File: src/rtl/core/epfc_pkg.sv
// shared constants, codes and word types for the edge page fifo cache
`default_nettype none

package epfc_pkg;

  // cache geometry
  localparam int CacheSlots = 16;
  localparam int PageIdBits = 16;
  localparam int SlotBits   = 4;
  localparam int CountBits  = 5;
  localparam int TotalBits  = 32;

  // lookup outcome of one edge
  typedef enum logic [2:0] {
    HitBoth    = 3'd0,
    HitSrcOnly = 3'd1,
    HitDstOnly = 3'd2,
    MissSame   = 3'd3,
    MissTwo    = 3'd4
  } hit_case_e;

  // input word: one graph edge
  typedef struct packed {
    logic [PageIdBits-1:0] src_page;
    logic [PageIdBits-1:0] dst_page;
  } epfc_in_t;

  // result word
  typedef struct packed {
    logic [2:0]           hit_case;
    logic [1:0]           pages_loaded;
    logic [SlotBits-1:0]  first_slot;
    logic [SlotBits-1:0]  second_slot;
    logic                 skipped;
    logic [TotalBits-1:0] fill_total;
    logic [TotalBits-1:0] skip_total;
  } epfc_out_t;

endpackage

`default_nettype wire

File: src/rtl/core/edge_page_fifo_cache.sv
// edge page fifo cache: fully associative page tags with fifo replacement
//
//  channel | direction | handshake               | word
//  in      | input     | in_valid_i / in_stall_o | src_page, dst_page
//  out     | output    | out_valid_o/out_stall_i | hit case, fills, slots, totals
//  cfg     | input     | cfg_valid_i/cfg_ready_o | slots_in_use (5 bits)
//
// one edge per cycle sustained unless the output stalls; an edge is held in the
// input register, then the tag compare, victim choice and state update run
// combinationally into the result register, from which the result is presented.
// reset clears valid bits, pointer and totals at once; no clearing pass.
// a stalled result holds the result register and, through it, the input register.
`default_nettype none

module edge_page_fifo_cache (
  input  wire logic                                clk_i,
  input  wire logic                                rst_ni,
  input  wire logic                                in_valid_i,
  output logic                                     in_stall_o,
  input  wire epfc_pkg::epfc_in_t                  in_word_i,
  output logic                                     out_valid_o,
  input  wire logic                                out_stall_i,
  output epfc_pkg::epfc_out_t                      out_word_o,
  input  wire logic                                cfg_valid_i,
  output logic                                     cfg_ready_o,
  input  wire logic [epfc_pkg::CountBits-1:0]      cfg_data_i
);

  import epfc_pkg::*;

  logic                  in_valid_q;
  epfc_in_t              in_word_q;
  logic                  out_valid_q;
  epfc_out_t             out_word_q;
  logic [CountBits-1:0]  slots_cfg_q;
  logic [PageIdBits-1:0] tag_q [CacheSlots];
  logic [CacheSlots-1:0] tag_valid_q;
  logic [SlotBits-1:0]   ptr_q;
  logic [TotalBits-1:0]  fill_cnt_q;
  logic [TotalBits-1:0]  skip_cnt_q;

  logic                  adv;
  logic                  fire;
  logic [CountBits-1:0]  n_active;
  logic [SlotBits-1:0]   ptr0;
  logic [SlotBits-1:0]   ptr1;
  logic [SlotBits-1:0]   ptr2;
  logic [CacheSlots-1:0] src_match;
  logic [CacheSlots-1:0] dst_match;
  logic                  src_hit;
  logic                  dst_hit;
  logic                  skip;
  logic                  we_a;
  logic                  we_b;
  logic [SlotBits-1:0]   slot_a;
  logic [SlotBits-1:0]   slot_b;
  logic [PageIdBits-1:0] page_a;
  logic [PageIdBits-1:0] page_b;
  logic [SlotBits-1:0]   ptr_d;
  hit_case_e             hcase;
  logic [1:0]            loaded;
  epfc_out_t             out_word_d;

  // pointer step with wrap at the active slot count
  function automatic logic [SlotBits-1:0] step_ptr(input logic [SlotBits-1:0] p,
                                                   input logic [CountBits-1:0] n);
    logic [CountBits-1:0] nxt;
    nxt = {1'b0, p} + CountBits'(1);
    if (nxt >= n) begin
      return '0;
    end
    return nxt[SlotBits-1:0];
  endfunction

  // handshakes
  assign adv         = !out_valid_q || !out_stall_i;
  assign fire        = in_valid_q && adv;
  assign in_stall_o  = in_valid_q && !adv;
  assign cfg_ready_o = 1'b1;
  assign out_valid_o = out_valid_q;
  assign out_word_o  = out_word_q;

  // active slot count, clamped to one..CacheSlots
  always_comb begin
    n_active = slots_cfg_q;
    if (slots_cfg_q == '0) begin
      n_active = CountBits'(1);
    end else if (slots_cfg_q > CountBits'(CacheSlots)) begin
      n_active = CountBits'(CacheSlots);
    end
  end

  // pointer brought back in range after the slot count was lowered
  assign ptr0 = ({1'b0, ptr_q} >= n_active) ? '0 : ptr_q;

  // parallel tag compare over the active slots
  always_comb begin
    for (int i = 0; i < CacheSlots; i++) begin
      src_match[i] = tag_valid_q[i] && (tag_q[i] == in_word_q.src_page)
                     && (CountBits'(i) < n_active);
      dst_match[i] = tag_valid_q[i] && (tag_q[i] == in_word_q.dst_page)
                     && (CountBits'(i) < n_active);
    end
  end

  assign src_hit = |src_match;
  assign dst_hit = |dst_match;

  // victim choice: skip a slot that holds the page that hit
  always_comb begin
    hcase  = HitBoth;
    loaded = 2'd0;
    skip   = 1'b0;
    we_a   = 1'b0;
    we_b   = 1'b0;
    slot_a = ptr0;
    slot_b = ptr0;
    page_a = in_word_q.src_page;
    page_b = in_word_q.dst_page;
    ptr1   = step_ptr(ptr0, n_active);
    ptr_d  = ptr0;
    ptr2   = ptr1;
    if (src_hit && dst_hit) begin
      hcase = HitBoth;
    end else if (src_hit || dst_hit) begin
      hcase  = src_hit ? HitSrcOnly : HitDstOnly;
      skip   = src_hit ? src_match[ptr0] : dst_match[ptr0];
      ptr2   = skip ? ptr1 : ptr0;
      we_a   = 1'b1;
      slot_a = ptr2;
      page_a = src_hit ? in_word_q.dst_page : in_word_q.src_page;
      loaded = 2'd1;
      ptr_d  = step_ptr(ptr2, n_active);
    end else if (in_word_q.src_page == in_word_q.dst_page) begin
      hcase  = MissSame;
      we_a   = 1'b1;
      slot_a = ptr0;
      page_a = in_word_q.dst_page;
      loaded = 2'd1;
      ptr_d  = ptr1;
    end else begin
      hcase  = MissTwo;
      we_a   = 1'b1;
      we_b   = 1'b1;
      slot_a = ptr0;
      slot_b = ptr1;
      loaded = 2'd2;
      ptr_d  = step_ptr(ptr1, n_active);
    end
  end

  // result word
  always_comb begin
    out_word_d              = '0;
    out_word_d.hit_case     = hcase;
    out_word_d.pages_loaded = loaded;
    out_word_d.first_slot   = we_a ? slot_a : '0;
    out_word_d.second_slot  = we_b ? slot_b : '0;
    out_word_d.skipped      = skip;
    out_word_d.fill_total   = fill_cnt_q + TotalBits'(loaded);
    out_word_d.skip_total   = skip_cnt_q + TotalBits'(skip);
  end

  // control registers
  always_ff @(posedge clk_i or negedge rst_ni) begin
    if (!rst_ni) begin
      in_valid_q  <= 1'b0;
      out_valid_q <= 1'b0;
      slots_cfg_q <= CountBits'(CacheSlots);
      tag_valid_q <= '0;
      ptr_q       <= '0;
      fill_cnt_q  <= '0;
      skip_cnt_q  <= '0;
    end else begin
      if (cfg_valid_i && cfg_ready_o) begin
        slots_cfg_q <= cfg_data_i;
      end
      if (!in_stall_o) begin
        in_valid_q <= in_valid_i;
      end
      if (adv) begin
        out_valid_q <= in_valid_q;
      end
      if (fire) begin
        ptr_q      <= ptr_d;
        fill_cnt_q <= out_word_d.fill_total;
        skip_cnt_q <= out_word_d.skip_total;
        for (int i = 0; i < CacheSlots; i++) begin
          if ((we_a && slot_a == SlotBits'(i)) || (we_b && slot_b == SlotBits'(i))) begin
            tag_valid_q[i] <= 1'b1;
          end
        end
      end
    end
  end

  // payload registers and tag store; second fill wins on a shared slot
  always_ff @(posedge clk_i) begin
    if (in_valid_i && !in_stall_o) begin
      in_word_q <= in_word_i;
    end
    if (fire) begin
      out_word_q <= out_word_d;
      for (int i = 0; i < CacheSlots; i++) begin
        if (we_b && slot_b == SlotBits'(i)) begin
          tag_q[i] <= page_b;
        end else if (we_a && slot_a == SlotBits'(i)) begin
          tag_q[i] <= page_a;
        end
      end
    end
  end

endmodule

`default_nettype wire

File: config.mk
export PLATFORM = sky130hd
export DESIGN_NAME = edge_page_fifo_cache
export DESIGN_NICKNAME = d
export VERILOG_FILES = /design/src/rtl/core/epfc_pkg.sv /design/src/rtl/core/edge_page_fifo_cache.sv
export SDC_FILE = /design/constraint.sdc
export NUM_CORES = 2
export LEC_CHECK = 0
export BUFFER_PORTS_ARGS = -buffer_cell sky130_fd_sc_hd__buf_2
export CAP_MARGIN = 10
export CORE_MARGIN = 10
export CORE_UTILIZATION = 50
export DETAILED_ROUTE_END_ITERATION = 8
export PLACE_DENSITY = 0.64
export SLEW_MARGIN = 40
export SYNTH_ARGS = -nofsm -noshare
export SYNTH_HDL_FRONTEND = slang
export SYNTH_SLANG_ARGS = --single-unit
File: constraint.sdc
create_clock -name clk_i -period 15.3 [get_ports clk_i]
set_input_delay 0.765 -clock clk_i [delete_from_list [all_inputs] [get_ports clk_i]]
set_output_delay 0.765 -clock clk_i [all_outputs]
set_load 0.05 [all_outputs]
# Yosys cells after proc, flatten, opt, wreduce, memory -nomap -nowiden

Memory sizes are Yosys's and may differ from the RTL's.
Index checks and enable logic that the tools add are counted.

Output and inout port bits: 81
Bits in writable memories: 256
Input port bits: 42
Logic and storage cells: 508
Flip-flop bits (word level): 201
Memories: 1

Equal/unequal tests: 63
Reductions and logical operators: 156
Bitwise operators: 16
$add $sub $neg: 5
Multiplexer cells: 214
$lt $le $gt $ge: 22

Memory list:

| memory | depth | bits a word | read ports | clocked after memory_dff | write ports | line                       | source |
|---|---|---|---|---|---|---|---|
| tag_q  | 16    | 16          | 16         | 0                        | 3           | edge_page_fifo_cache.sv:36 | `logic [PageIdBits-1:0] tag_q [CacheSlots];` |

Operator list:

| kind                                                                         | number |
|---|---|
| 16-bit equality test                                                         | 33 |
| 16-bit 2-to-1 mux                                                            | 33 |
| 16-bit OR reduction                                                          | 15 |
| 1-bit 2-to-1 mux                                                             | 142 |
| 4-bit 2-to-1 mux                                                             | 29 |
| 1-bit logical AND                                                            | 100 |
| 4-bit equality test (second input constant)                                  | 16 |
| 4-bit by 5-bit less-than comparator with 1-bit output (first input constant) | 8 |
| 32-bit by 1-bit adder with 32-bit output                                     | 1 |
| 32-bit by 2-bit adder with 32-bit output                                     | 1 |
| 4-bit by 3-bit equality test with 1-bit output (second input constant)       | 8 |
| 2-bit AND reduction                                                          | 16 |
| 3-bit by 5-bit less-than comparator with 1-bit output (first input constant) | 4 |
| 1-bit logical OR                                                             | 18 |
| 4-bit by 2-bit equality test with 1-bit output (second input constant)       | 4 |
| 1-bit bitwise OR                                                             | 16 |
| 4-bit by 1-bit adder with 5-bit output (second input constant)               | 3 |
| 5-bit >= comparator                                                          | 3 |
| 1-bit by 5-bit less-than comparator with 1-bit output (first input constant) | 2 |
| 2-bit by 5-bit less-than comparator with 1-bit output (first input constant) | 2 |
| 5-bit 2-to-1 mux                                                             | 2 |
| 1-bit binary-select mux with 4-bit select                                    | 2 |
| 4-bit by 1-bit equality test with 1-bit output (second input constant)       | 2 |
| 4-bit logical NOT                                                            | 2 |
| 7 further kinds                                                              | 14 |

# Logic depth before layout (Yosys ltp)

Depth in word-level cells: 27
Depth in mapped cells: 31

# Worst setup path after synthesis

Ideal clock, no wire load.

Path kind: reg-to-reg
Start point: reg slots_cfg_q[1]
End point: reg skip_cnt_q[29]
Period minus slack after synthesis: 6027 ps
Data required time: 15176 ps
Path buffers: 4
Library setup time: 124 ps
Arrival: 5903 ps
Stages on the path, launching flop included: 32
Setup slack: 9273 ps
Cell sequence: dfrtp_1 -> buf_2 -> or2_1 -> nor2_1 -> nor2_1 -> nor2_1 -> ha_1 -> nand2b_1 -> a2111oi_2 -> or2_0 -> clkbuf_1 -> nand2_1 -> inv_2 -> a32o_1 -> nor3_2 -> a21oi_1 -> nand2b_1 -> buf_2 -> o31ai_1 -> ha_1 -> nand3_1 -> or3_1 -> clkbuf_1 -> nor4_1 -> and3_1 -> nand3_1 -> nor2_1 -> and3_1 -> and3_1 -> and2_1 -> nand3_1 -> xnor2_1

RTL lines:

| item                   | line                        | source |
|---|---|---|
| start, declared        | edge_page_fifo_cache.sv:35  | `logic [CountBits-1:0] slots_cfg_q;` |
| start signal, assigned | edge_page_fifo_cache.sv:169 | `slots_cfg_q <= CountBits'(CacheSlots);` |
| start signal, assigned | edge_page_fifo_cache.sv:176 | `slots_cfg_q <= cfg_data_i;` |
| end signal, assigned   | edge_page_fifo_cache.sv:187 | `skip_cnt_q <= out_word_d.skip_total;` |
| end, declared          | edge_page_fifo_cache.sv:40  | `logic [TotalBits-1:0] skip_cnt_q;` |

==> run_results.csv <==
group,metric,value,unit
detailed_routing,drtAntennaViolNets,0,
power_and_ir_drop,powerDensity,176,mW/mm²
timing,fmax,131,MHz
floorplan,io_pins,123,
worst_setup_path,cp.arrival,7.90,ns
clock_tree,holdBufCountCts,0,
timing,min_period_over_period,0.500,
timing,fin_skew,0.0258,ns
worst_setup_path,regToRegSetupSlack,7.65,ns
synthesis,synth-seq-area-share,0.455,
floorplan,die_area,0.0684,mm²
finish,nNetsFinal,2694,
synthesis,synth_top_cell_by_area,"edfxtp_1",
floorplan,die_width,262,µm
detailed_routing,first_iter_violations,2250,
placement,post_dp_cell_area,0.0304,mm²
worst_setup_path,path_cells,"or2_1, nor2_1, nor2_1, nor2_1, ha_1, nand2b_1, a2111oi_2, or2_0, nand2_1, inv_1, ha_1, ha_1, a21o_1, a21o_1, a21oi_1, o211ai_1, inv_1, nand3_1, nor2_1, nor3_1, o21ai_0, o211ai_4, nand2_1",
finish,fin_util,0.558,
timing,setup_tns,0,ns
power_and_ir_drop,finalPower,0.00566,W
flow_run,cap_violations,0,
worst_setup_path,end_kind,"flip-flop",
clock_tree,clk_path_buf_depth,3,
detailed_routing,vias,21700,
floorplan,coreArea,0.0577,mm²
placement,port_buffers,121,
timing,finalSetupViolations,0,
global_routing,grt_first_pass_wirelength,150000,µm
clock_tree,cts_buffers,52,
power_and_ir_drop,peakVddDrop,0.000132,V
worst_setup_path,crit_slowest_cell,"nand2_1",
global_routing,grt_antenna_before_repair,2,
worst_setup_path,r2r_start,"slots_cfg_q[2]$_DFFE_PN0P_",
synthesis,synthArstFlopShare,0.199,
detailed_routing,dr.pass1.iters,5,
synthesis,ys_dominant_reg_cell,"edfxtp_1",
timing,hold_viol,0,
synthesis,yosysWarnings,0,
synthesis,synth_cell_types,101,
finish,area.sequential,0.0133,mm²
power_and_ir_drop,p_leak,11.6,nW
synthesis,netlist.area_leader.share,0.377,
global_routing,grt_max_degree,72,
finish,drive_gt1_frac,0.222,
clock_tree,cts_resized,0,
global_routing,gr-total-overflow,0,
placement,place.gp.congestion,0.990,
timing,rsz0062_at_grt,"false",
worst_setup_path,start_kind,"flip-flop",
timing,finalMaxSlewViolations,0,
worst_setup_path,critPathRequiredTime,15.55,ns
worst_setup_path,rr_endpoint,"tag_q[1][83]$_DFFE_PP_",
clock_tree,clk_pin_slew,0.06,ns
synthesis,syn_area,0.0292,mm²
synthesis,synthesis.nets,2632,
floorplan,row_count,88,
finish,syn_to_final_growth,10.3,%
worst_setup_path,cpMostUsedCell,"nor2_1",
worst_setup_path,max_stage_delay,0.62,ns
detailed_routing,wirelength,104000,µm
clock_tree,htreeDepth,2,
finish,multi_input_area,0.0150,mm²
worst_hold_path,min_path_type,"input pin to async pin",
global_routing,grt_util_all_layers,0.301,
clock_tree,clock_latency,0.63,ns
detailed_routing,viasPerCell,6.31,
synthesis,ys_seq_elements,457,
synthesis,synth.avg_cell_area,11.4,µm²
detailed_routing,drc,0,
clock_tree,post_cts_buffers,0,
synthesis,synth_edf_count,366,
timing,post-route-min-period,7.65,ns
placement,hpwl,66300,µm
synthesis,synth_cells,2563,
floorplan,die_h,262,µm
finish,nFillCells,5009,
synthesis,synth_area_leaders,"edfxtp_1 38%, xor2_1 10%, mux2_2 9.8%, xnor2_1 9.5%, dfrtp_1 7.7%",
worst_setup_path,setup.worst_path.class,"flip-flop to flip-flop",
timing,tightest_slew,0.940,ns
detailed_routing,post_drt_wl_per_cell,30.3,µm
clock_tree,cts_sinks,457,
global_routing,grt_pass1_vias,21700,
finish,finish.instance_area,0.0322,mm²
worst_setup_path,worstRegToRegCells,23,
worst_setup_path,critical_path_peak_fanout,18,
clock_tree,cts_tree,"done",
outcome,status,"completed",
clock_tree,root_buffer,"clkbuf_16",
timing,slew_headroom,0.374,
floorplan,initial_utilization,0.506,
-- registers in the layout, indices dropped and copies added (netlist names), 4 cells and up --
signal,count
skip_cnt_q,32
slots_cfg_q,5
in_word_q,16
tag_valid_q,16
ptr_q,4
page_b,16
fill_cnt_q,32
tag_q,256
out_word_o,78
-- area by class of cell --
cell class              count  share of cell area
diodes                      1           0.0000778
flip-flops and latches    457               0.412
multi-input cells        1910               0.467
well taps                 765              0.0297
inverters                  25             0.00299
repair buffers            179              0.0327
clock buffers              67              0.0441
clock inverters            31              0.0115
-- cells in the mapped netlist, drive strengths merged (10+ instances only) --
library cell,n
nor4b,11
dfrtp,90
nand4,105
nand3,73
or3,19
and2,12
nand2b,15
nand2,162
o21a,10
ha,26
nor3,59
edfxtp,366
or2,14
or4,27
mux2,278
o211ai,12
nor2,121
xnor2,316
and3,28
a21oi,25
xor2,338
clkbuf,58
nor4,98
buf,113
o21ai,31
inv,25
-- routing by layer --
metal  part of all wire  global-route usage
met2               0.45               0.478
met3              0.085              0.0501
met5                  0                   0
met1               0.41               0.399
met4              0.052               0.138
-- where the power goes --
group          total [W]  internal (W)  switching (W)  leakage [nW]
logic            0.00229      0.000859        0.00143          6.15
registers        0.00205       0.00182       0.000229          4.60
clock network    0.00132      0.000790       0.000532         0.878
total            0.00566       0.00347        0.00219          11.6
-- through the flow --
step	std cells	hold WS [ns]	setup WS [ns]
2_1_floorplan	2563	0.435	9.27
3_3_place_gp	3326	0.452	7.85
3_5_place_dp	3333	0.456	7.60
4_1_cts	3431	0.218	7.55
5_1_grt	3434	0.234	7.04
6_report	3435	0.201	7.65
-- worst max-delay path, delay by kind of cell (launching register included) --
family / cells / cell delay (ns)
AOI/OAI and AO/OA: 7 / 2.13
buffers and inverters: 2 / 0.55
adders and majority gates: 3 / 0.90
DFF: 1 / 0.56
and+or+nand+nor: 11 / 3.13
-- worst max path at each step --
stage                               startpoint                         end  slack (ns)  cells after the start
detailed placement  slots_cfg_q[2]$_DFFE_PN0P_      tag_q[1][83]$_DFFE_PP_        7.60                     23
CTS                 slots_cfg_q[2]$_DFFE_PN0P_      tag_q[1][80]$_DFFE_PP_        7.55                     23
global placement    slots_cfg_q[2]$_DFFE_PN0P_      tag_q[0][90]$_DFFE_PP_        7.85                     21
floorplan           slots_cfg_q[1]$_DFFE_PN0P_  skip_cnt_q[29]$_DFFE_PN0P_        9.27                     31
finish              slots_cfg_q[2]$_DFFE_PN0P_      tag_q[1][83]$_DFFE_PP_        7.65                     23
global route        slots_cfg_q[2]$_DFFE_PN0P_  skip_cnt_q[28]$_DFFE_PN0P_        7.04                     28
-- layout by cell type (no fill, tap or decap), drive strengths merged, types with 28 or more instances in the layout --
master / Yosys / layout
o21ai: 31 / 31
nand4: 105 / 105
nor2: 121 / 121
nand2: 162 / 162
xor2: 338 / 338
nor4: 98 / 98
nand3: 73 / 73
clkbuf: 58 / 68
mux2: 278 / 278
edfxtp: 366 / 366
inv: 25 / 29
nor3: 59 / 59
and3: 28 / 28
buf: 113 / 178
xnor2: 316 / 316
dfrtp: 90 / 90
-- logic make-up (layout without fill, tap and decap cells) --
logic type	Yosys count	in the layout	share of synthesized area
AND/OR/NAND/NOR	792	792	0.149
adder cells (fa/ha/maj)	27	27	0.0118
other	1	2	0.000129
flip-flops	457	457	0.455
AO/OA/AOI/OAI	150	150	0.0402
multiplexers	286	286	0.112
XOR/XNOR	654	654	0.197
buffers and inverters	196	302	0.0358
Power figures use the tool's default switching activity.
